### config.mk
export PLATFORM = sky130hd
export DESIGN_NAME = deadline_timer_table_top
export DESIGN_NICKNAME = d
export VERILOG_FILES = /design/src/design/dtt_pkg.sv /design/src/design/dtt_core.sv /design/src/design/deadline_timer_table_top.sv
export SDC_FILE = /design/constraint.sdc
export NUM_CORES = 1
export LEC_CHECK = 0
export BUFFER_PORTS_ARGS = -buffer_cell sky130_fd_sc_hd__buf_2
export CORE_AREA = 2 2 187 189
export CTS_BUF_LIST = sky130_fd_sc_hd__clkbuf_16
export CTS_CLUSTER_SIZE = 16
export DETAILED_ROUTE_END_ITERATION = 7
export DIE_AREA = 0 0 189 191
export GPL_TIMING_DRIVEN = 1
export RECOVER_POWER = 50
export SYNTH_ARGS = -nofsm -noshare
export SYNTH_HDL_FRONTEND = slang
export SYNTH_SLANG_ARGS = --single-unit
### constraint.sdc
create_clock -name clock -period 4.5 [get_ports clock]
set_input_delay 0.675 -clock clock [delete_from_list [all_inputs] [get_ports clock]]
set_output_delay 0.675 -clock clock [all_outputs]
set_load 0.01 [all_outputs]
### src/design/dtt_pkg.sv
// ----------------------------------------------------------------------------
// dtt_pkg
// Shared sizes, operation codes and the result record of the deadline timer
// table.
// ----------------------------------------------------------------------------
`default_nettype none

package dtt_pkg;

   localparam int SLOTS     = 8;
   localparam int TIME_BITS = 16;
   localparam int SLOT_BITS = (SLOTS > 1) ? $clog2(SLOTS) : 1;

   localparam logic [1:0] OP_TICK   = 2'd0;
   localparam logic [1:0] OP_SCHED  = 2'd1;
   localparam logic [1:0] OP_CANCEL = 2'd2;

   typedef struct packed {
      logic [15:0] current_time;
      logic [15:0] next_due;
      logic        next_valid;
      logic [7:0]  pending_mask;
      logic [7:0]  fired_mask;
   } dtt_result_type;

endpackage

`default_nettype wire

### src/design/dtt_core.sv
// ----------------------------------------------------------------------------
// dtt_core
// Time base, pending flags and the due-time memory. Applies one command, then
// scans every slot through the memory's read port to fire expired slots and
// find the earliest remaining deadline.
// ----------------------------------------------------------------------------
`default_nettype none

module dtt_core
   import dtt_pkg::*;
(
   input  wire logic           clock,
   input  wire logic           reset,
   input  wire logic           start,
   input  wire logic [1:0]     start_op,
   input  wire logic [2:0]     start_slot,
   input  wire logic [15:0]    start_delay,
   output logic                idle,
   output logic                res_valid,
   input  wire logic           res_take,
   output dtt_result_type      res
);

   localparam logic [1:0] ST_IDLE = 2'd0;
   localparam logic [1:0] ST_SCAN = 2'd1;
   localparam logic [1:0] ST_TAIL = 2'd2;
   localparam logic [1:0] ST_DONE = 2'd3;

   localparam logic [TIME_BITS-1:0] THALF = {1'b1, {(TIME_BITS-1){1'b0}}};
   localparam logic [SLOT_BITS-1:0] LAST_SLOT = SLOT_BITS'(SLOTS - 1);

   logic [1:0]           state_ff, state_in;
   logic [TIME_BITS-1:0] time_ff;
   logic [SLOTS-1:0]     pend_ff;
   logic [SLOT_BITS-1:0] cnt_ff;
   logic [SLOT_BITS-1:0] eval_idx_ff;
   logic                 rd_valid_ff;
   logic [TIME_BITS-1:0] rd_data_ff;
   logic                 found_ff;
   logic [TIME_BITS-1:0] best_key_ff;
   logic [TIME_BITS-1:0] best_due_ff;
   logic [7:0]           fired_ff;
   logic [7:0]           pmask_ff;

   logic [TIME_BITS-1:0] due_mem [SLOTS];

   logic [SLOT_BITS-1:0] start_idx;
   logic                 slot_ok;
   logic                 mem_we;
   logic                 mem_re;
   logic [TIME_BITS-1:0] due_gap;
   logic                 is_due;
   logic [TIME_BITS-1:0] key;
   logic                 eval_pend;
   logic                 eval_vis;

   assign start_idx = SLOT_BITS'(start_slot);
   assign slot_ok   = (32'(start_slot) < 32'(SLOTS));
   assign mem_we    = start && (start_op == OP_SCHED) && slot_ok;
   assign mem_re    = (state_ff == ST_SCAN);

   assign due_gap   = rd_data_ff - time_ff;
   assign is_due    = (due_gap == '0) || due_gap[TIME_BITS-1];
   assign key       = due_gap ^ THALF;
   assign eval_pend = rd_valid_ff && pend_ff[eval_idx_ff];
   assign eval_vis  = (32'(eval_idx_ff) < 32'd8);

   assign idle      = (state_ff == ST_IDLE);
   assign res_valid = (state_ff == ST_DONE);

   always_comb begin
      res.fired_mask   = fired_ff;
      res.pending_mask = pmask_ff;
      res.next_valid   = found_ff;
      res.next_due     = found_ff ? 16'(best_due_ff) : 16'd0;
      res.current_time = 16'(time_ff);
   end

   always_comb begin
      state_in = state_ff;
      unique case (state_ff)
         ST_IDLE: if (start) state_in = ST_SCAN;
         ST_SCAN: if (cnt_ff == LAST_SLOT) state_in = ST_TAIL;
         ST_TAIL: state_in = ST_DONE;
         ST_DONE: if (res_take) state_in = ST_IDLE;
         default: state_in = ST_IDLE;
      endcase
   end

   // due-time memory: one write port, one registered read port
   always_ff @(posedge clock) begin
      if (mem_we) begin
         due_mem[start_idx] <= time_ff + TIME_BITS'(start_delay);
      end
      if (mem_re) begin
         rd_data_ff <= due_mem[cnt_ff];
      end
   end

   always_ff @(posedge clock) begin
      if (reset) begin
         state_ff    <= ST_IDLE;
         time_ff     <= '0;
         pend_ff     <= '0;
         cnt_ff      <= '0;
         rd_valid_ff <= 1'b0;
         found_ff    <= 1'b0;
      end else begin
         state_ff    <= state_in;
         rd_valid_ff <= mem_re;
         if (start) begin
            cnt_ff   <= '0;
            found_ff <= 1'b0;
            fired_ff <= '0;
            pmask_ff <= '0;
            if (start_op == OP_TICK) begin
               time_ff <= time_ff + 1'b1;
            end else if (start_op == OP_SCHED && slot_ok) begin
               pend_ff[start_idx] <= 1'b1;
            end else if (start_op == OP_CANCEL && slot_ok) begin
               pend_ff[start_idx] <= 1'b0;
            end
         end
         if (mem_re) begin
            eval_idx_ff <= cnt_ff;
            cnt_ff      <= cnt_ff + 1'b1;
         end
         if (eval_pend) begin
            if (is_due) begin
               pend_ff[eval_idx_ff] <= 1'b0;
               if (eval_vis) begin
                  fired_ff[3'(eval_idx_ff)] <= 1'b1;
               end
            end else begin
               if (eval_vis) begin
                  pmask_ff[3'(eval_idx_ff)] <= 1'b1;
               end
               // ascending scan with strict compare keeps the lowest slot on ties
               if (!found_ff || key < best_key_ff) begin
                  found_ff    <= 1'b1;
                  best_key_ff <= key;
                  best_due_ff <= rd_data_ff;
               end
            end
         end
      end
   end

   a_start_only_idle: assert property (@(posedge clock) disable iff (reset)
      start |-> state_ff == ST_IDLE)
      else $error("command started while a scan is running");

   a_time_only_tick: assert property (@(posedge clock) disable iff (reset)
      start && start_op != OP_TICK |=> $stable(time_ff))
      else $error("time base moved on a non-tick item");

   a_masks_disjoint: assert property (@(posedge clock) disable iff (reset)
      res_valid |-> (res.fired_mask & res.pending_mask) == 8'd0)
      else $error("slot both fired and pending");

   a_next_matches: assert property (@(posedge clock) disable iff (reset)
      res_valid && SLOTS <= 8 |-> res.next_valid == (res.pending_mask != 8'd0))
      else $error("next_valid disagrees with pending mask");

   a_no_due_idle: assert property (@(posedge clock) disable iff (reset)
      res_valid && !res.next_valid |-> res.next_due == 16'd0)
      else $error("next_due set with nothing pending");

endmodule

`default_nettype wire

### src/design/deadline_timer_table_top.sv
// ----------------------------------------------------------------------------
// deadline_timer_table_top
// One-shot timer table: tick, schedule and cancel commands in, one status
// item out per command.
// ----------------------------------------------------------------------------
//  channel | dir | tdata (low bit up)                        | tuser
//  req_    | in  | slot[2:0] delay[18:3]                      | operation[1:0]
//  rsp_    | out | fired_mask[7:0] pending_mask[15:8]         | -
//          |     | next_valid[16] next_due[32:17]             |
//          |     | current_time[48:33]                        |
//
//  An item passes through the accept cycle, one memory read per slot, an
//  evaluation of the last read and a hand-off, in that order. The scan runs
//  over the due-time memory's single read port.
//  A new item is taken while the previous result waits in the output register.
//  Reset clears the time base and all pending flags; the memory needs no clear.
// ----------------------------------------------------------------------------
`default_nettype none

module deadline_timer_table_top
   import dtt_pkg::*;
(
   input  wire logic        clock,
   input  wire logic        reset,
   input  wire logic        req_tvalid,
   output logic             req_tready,
   input  wire logic [23:0] req_tdata,   // slot[2:0], delay[18:3], zero fill
   input  wire logic [1:0]  req_tuser,   // operation[1:0]
   output logic             rsp_tvalid,
   input  wire logic        rsp_tready,
   output logic [55:0]      rsp_tdata    // fired_mask, pending_mask, next_valid,
                                         // next_due, current_time, zero fill
);

   logic           core_idle;
   logic           res_valid;
   logic           res_take;
   logic           start;
   dtt_result_type res;
   logic           rsp_valid_ff, rsp_valid_in;
   logic [55:0]    rsp_data_ff;

   assign req_tready = core_idle;
   assign start      = req_tvalid && core_idle;
   assign res_take   = res_valid && (!rsp_valid_ff || rsp_tready);

   dtt_core u_core (
      .clock       (clock),
      .reset       (reset),
      .start       (start),
      .start_op    (req_tuser),
      .start_slot  (req_tdata[2:0]),
      .start_delay (req_tdata[18:3]),
      .idle        (core_idle),
      .res_valid   (res_valid),
      .res_take    (res_take),
      .res         (res)
   );

   always_comb begin
      rsp_valid_in = rsp_valid_ff;
      if (res_take) begin
         rsp_valid_in = 1'b1;
      end else if (rsp_tready) begin
         rsp_valid_in = 1'b0;
      end
   end

   always_ff @(posedge clock) begin
      if (reset) begin
         rsp_valid_ff <= 1'b0;
      end else begin
         rsp_valid_ff <= rsp_valid_in;
      end
      if (res_take) begin
         rsp_data_ff <= {7'd0, res.current_time, res.next_due, res.next_valid,
                         res.pending_mask, res.fired_mask};
      end
   end

   assign rsp_tvalid = rsp_valid_ff;
   assign rsp_tdata  = rsp_data_ff;

endmodule

`default_nettype wire

=== After elaboration in Yosys (flattened, before gate mapping) ===
Memory sizes are Yosys's and may differ from the RTL's. A register that Yosys moved wholly into a read port is not among the register bits.
Index checks and enable logic that the tools add are counted.

* Flip-flop bits (word level): 132
* Memory bits (writable): 128
* Input port bits: 30
* Output and inout port bits: 58
* Logic and storage cells: 98
* Memories kept: 1

* Add/sub/neg operators: 4
* $lt $le $gt $ge: 5
* Eq/ne operators: 9
* Mux-type cells: 35
* Bitwise operators: 10
* Reduce and logical (&&, ||, !) cells: 20

{| class="wikitable"
|+ Memories
! name !! depth !! bits a word !! read ports !! clocked after memory_dff !! wr ports !! line !! text
|-
| u_core.due_mem || 8 || 16 || 1 || 1 || 1 || dtt_core.sv:45 || <nowiki>logic [TIME_BITS-1:0] due_mem [SLOTS];</nowiki>
|}

{| class="wikitable"
|+ Operators by type and width
! operator !! number
|-
| $mux W8 || 15
|-
| $or A8 B8 Y8 || 3
|-
| $add A16 B1 Y16 const B || 1
|-
| $add A16 B16 Y16 || 1
|-
| $and A8 B8 Y8 || 2
|-
| $logic_not A16 Y1 || 1
|-
| $lt A16 B16 Y1 || 1
|-
| $not A8 Y8 || 2
|-
| $sub A16 B16 Y16 || 1
|-
| $mux W1 || 11
|-
| $lt A3 B4 Y1 const B || 2
|-
| $pmux W2 S4 || 1
|-
| $demux W1 S3 || 2
|-
| $eq A2 B2 Y1 const B || 3
|-
| $ge A3 B1 Y1 const B || 2
|-
| $logic_and A1 B1 Y1 || 6
|-
| $mux W2 || 3
|-
| $mux W3 || 2
|-
| $eq A2 B1 Y1 const B || 2
|-
| $logic_not A2 Y1 || 2
|-
| $ne A2 B1 Y1 const B || 2
|-
| $reduce_and A2 Y1 || 2
|-
| $reduce_and A4 Y1 || 1
|-
| $reduce_bool A2 Y1 || 2
|-
| other kinds (8) || 13
|}

=== Logic depth before layout (Yosys ltp) ===
Gate-level depths: netlist of run 1.

* Depth after elaboration: 14
* Gate-level depth with buffers: 17
* Depth with buffers taken out: 17

=== Cells and area by module ===
Synthesis of run 1 repeated with hierarchy kept, for this count alone.

* Cell total of the unflattened synthesis: 860
* Area total of the unflattened synthesis: 12398.1 um2

{| class="wikitable"
|+ By module, submodules not included
! module !! instances !! cells an instance !! area an instance (um2) !! seq. area each (um2)
|-
| dtt_core || 1 || 797 || 10809.1 || 6476.2
|-
| deadline_timer_table_top || 1 || 63 || 1589.0 || 1491.4
|}

=== Worst setup path before layout of run 1 ===
Ideal clock, no wire load.

* Kind: flip-flop to flip-flop
* From: register u_core.time_ff[0]
* To: register u_core.best_due_ff[0] (enable)
* Library setup time: 421 ps
* Arrival: 4546 ps
* Required time: 4079 ps
* Path slack: -467 ps
* Cell stages (with the launch flop): 17
* Path buffers: 0
* Period minus slack after synthesis: 4967 ps
* Cell sequence: dfxtp_1 -> ha_1 -> fa_1 -> nand2b_1 -> a21oi_2 -> o31ai_1 -> a21o_1 -> a211oi_1 -> inv_1 -> ha_1 -> a21oi_1 -> nor2b_1 -> o21ai_0 -> o21ai_0 -> nor4b_1 -> nand3_1 -> nor2_1

* Cells in the longest elaborated chain, start to end: 5
* Elaborated cells between the ends (all ways): 8
* Those cells by class: 1 x add/sub; 1 x order compare; 2 x bitwise; 4 x reduce/logical

{| class="wikitable"
|+ Ends and longest elaborated chain
! what !! line !! text
|-
| start: declaration || dtt_core.sv:33 || <nowiki>logic [TIME_BITS-1:0] time_ff;</nowiki>
|-
| start signal: assignment || dtt_core.sv:117 || <nowiki>time_ff <= time_ff + 1'b1;</nowiki>
|-
| $sub A16 B16 Y16 (*) || dtt_core.sv:62 || <nowiki>assign due_gap = rd_data_ff - time_ff;</nowiki>
|-
| named net u_core.due_gap[14] || dtt_core.sv:51 || <nowiki>logic [TIME_BITS-1:0] due_gap;</nowiki>
|-
| branches (longest 3 deep; another with $lt A16 B16 Y1) || -- ||
|-
| $reduce_and A4 Y1 (no line) (*) || -- ||
|-
| end signal: assignment || dtt_core.sv:142 || <nowiki>best_due_ff <= rd_data_ff;</nowiki>
|-
| end: declaration || dtt_core.sv:41 || <nowiki>logic [TIME_BITS-1:0] best_due_ff;</nowiki>
|}

Mark *: on every way through the listed nets, which the timed path passes.
A chain may end at the register's enable or synchronous reset.

=== Final worst setup path of run 1 ===
* From: register u_core.time_ff[9]
* To: register u_core.best_due_ff[10] (enable)

The elaborated chain is that of the path after synthesis.

==> results of run 1 <==
power by group through the flow:
stage | sequential [mW] | combinational (mW) | clock [mW]
2_1_floorplan | 3.20 | 1.34 | 0
3_3_place_gp | 3.29 | 1.70 | 0
3_5_place_dp | 3.29 | 1.72 | 0
4_1_cts | 3.24 | 1.73 | 2.58
5_1_grt | 3.27 | 1.92 | 2.68
6_report | 3.24 | 1.70 | 2.53
state kept, by name, summed over array words and instances, names as in the netlist, 3 cells and up:
signal,count
rsp_tdata,49
u_core.best_due_ff,16
u_core.best_key_ff,16
u_core.cnt_ff,3
u_core.due_mem,128
u_core.eval_idx_ff,3
u_core.fired_ff,8
u_core.pend_ff,8
u_core.pmask_ff,8
u_core.rd_data_ff,16
u_core.time_ff,16
layout by cell type (no fill, tap or decap), types with 7 or more instances in the layout:
cell	instances
and3_1	13
mux2i_1	8
buf_2	23
nand2b_1	12
buf_4	9
clkbuf_1	63
nand2_1	76
xor2_1	10
nor2_2	7
conb_1	7
o21ai_0	31
xnor2_1	27
edfxtp_1	244
nor3_1	25
clkbuf_16	29
nand3_1	33
nor2b_1	10
o211ai_1	8
nor2_1	64
inv_1	50
or3_1	12
a21o_1	15
a21oi_1	28
a211oi_1	9
and2_1	10
o21a_1	13
ha_1	52
dfxtp_1	32
mux2_2	11
mux4_2	34
area by class of cell:
class	instances	area (sq um)	area share
clock buffer	29	726	0.0495
clock inverter	24	292	0.0199
timing repair buffer	97	444	0.0303
antenna	1	2.50	0.000171
inverter	49	184	0.0125
multi-input combinational	589	4490	0.306
sequential	276	7970	0.543
tap	455	569	0.0388
metal layers:
layer / vias to the layer above / track usage / routed length (um)
met5: - / 0 / 27
met4: 4 / 0.0376 / 526
met3: 40 / 0.0253 / 1220
met2: 153 / 0.252 / 12800
met1: 3716 / 0.205 / 12500
li1: 3721 / - / -
synth_stat cells (2+ instances only):
master	instances	share of area
edfxtp_1	244	0.57
nand2_1	76	0.022
nor2_1	71	0.021
ha_1	52	0.051
inv_1	48	0.014
mux4_2	34	0.060
nand3_1	33	0.013
dfxtp_1	32	0.050
o21ai_0	31	0.012
a21oi_1	29	0.011
nor3_1	27	0.011
xnor2_1	27	0.019
clkbuf_1	23	0.0068
mux2_2	17	0.015
and2_1	16	0.0079
a21o_1	15	0.0088
and3_1	13	0.0064
o21a_1	13	0.0077
nand2b_1	12	0.0059
or3_1	12	0.0059
nor2b_1	10	0.0049
xor2_1	10	0.0069
a211oi_1	9	0.0053
buf_4	8	0.0047
mux2i_1	8	0.0063
o211ai_1	8	0.0047
buf_1	5	0.0015
a31oi_1	4	0.0020
buf_2	4	0.0016
nand4_1	4	0.0020
nor4_1	4	0.0020
and3b_1	3	0.0021
nor3b_1	3	0.0018
o21bai_1	3	0.0018
o221ai_1	3	0.0021
o31ai_1	3	0.0018
a21boi_0	2	0.0012
fa_1	2	0.0031
o21ai_1	2	0.00079
o41a_1	2	0.0018
kinds of logic after synthesis:
| family | Yosys count | synth area share |
|---|---|---|
| muxes | 59 | 0.0814 |
| buffers and inverters | 89 | 0.0290 |
| other | 1 | 0.000294 |
| and+or+nand+nor | 297 | 0.115 |
| adders and majority gates | 54 | 0.0542 |
| xor gates and xnor gates | 37 | 0.0254 |
| DFF | 276 | 0.625 |
| AOI/OAI and AO/OA | 135 | 0.0700 |
worst max-delay path: cells and delay by family, from the launching register on:
kind	cells	cell delay, ns
compound gates	8	1.56
fa+ha+maj	2	0.74
simple gates	4	0.60
flops	1	0.43
buf+inv	2	0.32
xor+xnor	1	0.21
per-stage QoR:
| step | hold WS [ns] | worst slack, ns |
|---|---|---|
| finish | 0.447 | 0.317 |
| CTS | 0.453 | 0.175 |
| global route | 0.458 | -0.000686 |
| floorplan | 0.426 | 0.0505 |
| global placement | 0.437 | 0.332 |
| detailed placement | 0.436 | 0.211 |
repair_timing:
item / in CTS / in global routing
setup buffers: 0 / 0
endpoints found under the setup margin: 0 / 32
resized for setup: 0 / 2
hold buffers: 0 / 0
worst paths after layout:
path | end | slack [ns] | cells past startpoint
worst min register to register | u_core.best_due_ff[0] | 0.45 | 0
worst min-delay path | rsp_tvalid | 0.45 | 4
worst max register to register | u_core.best_due_ff[10] | 0.32 | 17
worst max-delay path | u_core.best_due_ff[10] | 0.32 | 17
==> results.json, run 1 <==
{
  "outcome": "finished, violations left",
  "violations": "capacitance limit, slew limit",
  "switching_power_mw": 2.17,
  "drtPass1Iterations": 5,
  "synth_ff_type": "edfxtp_1",
  "slew_headroom": -0.496,
  "path_cells": "inv_1, ha_1, a21oi_4, o211ai_1, a2111o_1, o21ai_2, xnor2_1, ha_1, a21o_1, a21oi_1, nor2b_1, o21ai_0, o21ai_0, nor4b_2, nand3_1, nor2_2, buf_12",
  "first_global_vias": 7561,
  "critPathSlowestCell": "ha_1",
  "cts_tree": "done",
  "ys_warn_count": 0,
  "stdcell_area_sq_um": 14700,
  "drt_wl_total_um": 27100,
  "gr-total-overflow": 0,
  "synth_seq_area_share": 0.625,
  "layout-drive-gt1-share": 0.138,
  "leakage_nw": 5.12,
  "critPathKind": "flop to flop",
  "synth_area_per_cell_sq_um": 13.4,
  "pin_count": 88,
  "rows": 68,
  "drv_cap": 2,
  "gp_routability_congestion": 0.804,
  "combinationalPowerShare": 0.228,
  "clock-sinks": 276,
  "vias": 7634,
  "setup.worst_path.start_class": "flop",
  "rr_startpoint": "u_core.time_ff[9]",
  "min-delay-start": "rsp_tready",
  "power_frac_clock": 0.338,
  "cts_root_buffer": "clkbuf_16",
  "die-width_um": 189,
  "synthCells": 948,
  "grt_use_total": 0.151,
  "power_density_nw_per_um2": 509,
  "critical_path.startpoint": "u_core.time_ff[9]",
  "final_nets": 1126,
  "antenna_found_initial": 3,
  "numCtsBuffers": 29,
  "finalSetupViolations": 0,
  "wl_per_cell_um": 17.8,
  "placed_cell_area_sq_um": 13800,
  "port_buffers": 75,
  "ir_drop_v": 0.000285,
  "post-route-drc-count": 0,
  "setup_tns_ns": 0,
  "post-dp-hpwl_um": 18300,
  "core_area_sq_um": 34100,
  "drt_iter0_drc": 642,
  "start_util": 0.374,
  "fin_util": 0.430,
  "grt_pass1_wl_um": 42500,
  "async_flop_share": 0,
  "fp.dieH_um": 191,
  "min_path_type": "input port to flop",
  "drv_slew": 57,
  "die_area_sq_um": 36100,
  "via_per_inst": 5.02,
  "final.min_clock_period_ns": 4.18,
  "clock_path_buffers": 3,
  "p_seq_frac": 0.433,
  "cpPeakStageDelay_ns": 0.44,
  "num-fill-cells": 3147,
  "grt_max_degree": 36,
  "min_period_over_period": 0.930,
  "clkLatencyLatePin_ns": 0.56,
  "ys_types": 66,
  "fmax_ghz": 0.239,
  "hold_viol_final": 0,
  "htreeDepth": 1,
  "cp.required_ns": 4.74,
  "path_clk_slew_ns": 0.06,
  "place_inst": 1466,
  "critPathCaptureType": "flop",
  "p_int_mw": 5.30,
  "areaGrowthSynthToFinish_pct": 15.1,
  "synth_area_sq_um": 12700,
  "ys_ff_latch": 276,
  "skew_ns": 0.0234,
  "power.total_mw": 7.47,
  "switching_share": 0.291,
  "worstMarginPinSlew_ns": 2.24,
  "ant_nets": 0,
  "fin_cells": 1520,
  "critPathArrivalTime_ns": 4.43,
  "synth_edf_count": 244,
  "cp_max_fo": 25
}
Note: power is estimated with default switching activity, not from simulation.
==> inputs of run 2 (changes only) <==
--- a/config.mk
+++ b/config.mk
@@ -5,12 +5,12 @@
 export SDC_FILE = /design/constraint.sdc
 export NUM_CORES = 1
 export LEC_CHECK = 0
-export BUFFER_PORTS_ARGS = -buffer_cell sky130_fd_sc_hd__buf_2
 export CORE_AREA = 2 2 187 189
 export CTS_BUF_LIST = sky130_fd_sc_hd__clkbuf_16
 export CTS_CLUSTER_SIZE = 16
 export DETAILED_ROUTE_END_ITERATION = 7
 export DIE_AREA = 0 0 189 191
+export DONT_BUFFER_PORTS = 1
 export GPL_TIMING_DRIVEN = 1
 export RECOVER_POWER = 50
 export SYNTH_ARGS = -nofsm -noshare
==> results.json, run 2 (synthesis results as in run 1) <==
{
  "final_common_cell": "edfxtp_1",
  "start_util": 0.374,
  "drtPass1Iterations": 5,
  "grt_max_degree": 36,
  "post-route-drc-count": 0,
  "ff_latch_area_sq_um": 7970,
  "whs_ns": 0.191,
  "multi_input_area_sq_um": 4480,
  "rr_startpoint": "u_core.rd_data_ff[9]",
  "rsz0062_at_grt": "no",
  "via_per_inst": 5.13,
  "switching_share": 0.294,
  "critPathSlowestCell": "edfxtp_1",
  "critPathKind": "flop to flop",
  "reg2reg_to": "u_core.best_key_ff[3]",
  "gr-total-overflow": 0,
  "slew_headroom": -0.498,
  "cts_tree": "done",
  "final.min_clock_period_ns": 4.15,
  "fmax_ghz": 0.241,
  "cpPeakStageDelay_ns": 0.44,
  "clock-sinks": 276,
  "clkLatencyLatePin_ns": 0.56,
  "ir_drop_v": 0.000317,
  "combinationalPowerShare": 0.227,
  "post-place-ws_ns": 0.416,
  "cp_num_buf_inv": 1,
  "min_period_over_period": 0.922,
  "drt_iter0_drc": 541,
  "cp.required_ns": 4.76,
  "port_buffers": 0,
  "cp_top_family": "compound AO/OA/AOI/OAI gates",
  "skew_ns": 0.0178,
  "grt_pass1_wl_um": 42200,
  "place_inst": 1389,
  "drt_wl_total_um": 26800,
  "die_area_sq_um": 36100,
  "rows": 68,
  "worstMarginPinSlew_ns": 2.24,
  "n_antenna_cell": 0,
  "pin_count": 88,
  "path_cells": "ha_1, a21oi_4, o211ai_1, a2111o_1, o21ai_2, xnor2_1, ha_1, a21o_1, a21oi_1, nor2b_1, o21ai_0, o21ai_0, nor4b_1, nand3_1, nor2_2, buf_12",
  "num-fill-cells": 3137,
  "min_path_type": "input port to flop",
  "fin_cells": 1441,
  "fp.dieH_um": 191,
  "violations": "capacitance limit, slew limit",
  "core_area_sq_um": 34100,
  "cp.depth": 16,
  "gp_routability_congestion": 0.802,
  "final_nets": 1049,
  "largest_reg_flops": 128,
  "drv_slew": 82,
  "setup.worst_path.start_class": "flop",
  "critPathArrivalTime_ns": 4.40,
  "areaGrowthSynthToFinish_pct": 11.6,
  "cp_max_fo": 32,
  "r2r_slack_ns": 0.35,
  "cts_root_buffer": "clkbuf_16",
  "vias": 7398,
  "power.total_mw": 7.13,
  "layout-drive-gt1-share": 0.118,
  "p_int_mw": 5.04,
  "die-width_um": 189,
  "finalSetupViolations": 0,
  "top_register": "u_core.due_mem",
  "grt_use_total": 0.151,
  "placed_cell_area_sq_um": 13400,
  "post_cts_buffers": 0,
  "fin_util": 0.417,
  "switching_power_mw": 2.10,
  "critPathCapture": "u_core.best_key_ff[3]",
  "power_density_nw_per_um2": 501,
  "layout_common_cells": "edfxtp_1 (244), nand2_1 (76), nor2_1 (64)",
  "power_frac_clock": 0.314,
  "outcome": "finished, violations left",
  "leakage_nw": 4.91,
  "drv_cap": 3,
  "path_clk_slew_ns": 0.06,
  "setup_tns_ns": 0,
  "p_seq_frac": 0.459,
  "stdcell_area_sq_um": 14200,
  "post-dp-hpwl_um": 18100,
  "ant_nets": 0,
  "hold_viol_final": 0,
  "first_global_vias": 7459,
  "antenna_found_initial": 2,
  "numCtsBuffers": 29,
  "wl_per_cell_um": 18.6,
  "clock_path_buffers": 3,
  "critical_path.startpoint": "u_core.rd_data_ff[9]",
  "critPathCaptureType": "flop",
  "htreeDepth": 1,
  "r2r_cells": 16,
  "hold_buffers": 0,
  "worst_slack_ns": 0.353
}
## run 2: cell types whose count changed in the layout (fill, tap and decap cells not counted), sizes merged
| cell | delta |
|---|---|
| clkbuf | -56 |
| buf | -21 |
| bufinv | -4 |
| clkinvlp | +2 |
| diode | -1 |
| inv | +1 |
## run 2: what timing repair did
action	4_1_cts	5_1_grt
hold endpoints to repair	0	0
endpoints found under the setup margin	0	32
resized for setup	0	1
## run 2: power by group through the flow
stage	logic (mW)	registers, mW	clock network (mW)
floorplan	1.34	3.20	0
global placement	1.60	3.33	0
detailed placement	1.62	3.34	0
CTS	1.63	3.28	2.30
global route	1.83	3.30	2.40
finish	1.62	3.27	2.24
## run 2: worst min path at each step
stage / endpoint / start / slack (ns) / cells after the start
after floorplan: rsp_tdata[0] / u_core.fired_ff[0] / 0.43 / 0
after global placement: rsp_tdata[15] / u_core.pmask_ff[7] / 0.43 / 0
after detailed placement: rsp_tdata[7] / u_core.fired_ff[7] / 0.44 / 0
after CTS: u_core.cnt_ff[1] / reset / 0.17 / 1
after global routing: u_core.time_ff[8] / reset / 0.17 / 1
final: u_core.time_ff[11] / reset / 0.19 / 1
## run 2: area by class of cell
class	count	area share
Timing Repair Buffer	20	0.00941
Sequential cell	276	0.560
Multi-Input combinational cell	589	0.315
Tap cell	455	0.0400
Inverter	49	0.0129
Clock inverter	23	0.0117
Clock buffer	29	0.0510
## run 2: routing by layer
layer	GRT usage	part of all wire	vias up	wire length (um)
met2	0.248	0.48	136	12900
met4	0.0511	0.024	4	645
met3	0.0358	0.052	45	1400
met5	0	0.0012	-	33
li1	-	-	3568	-
met1	0.197	0.44	3645	11800
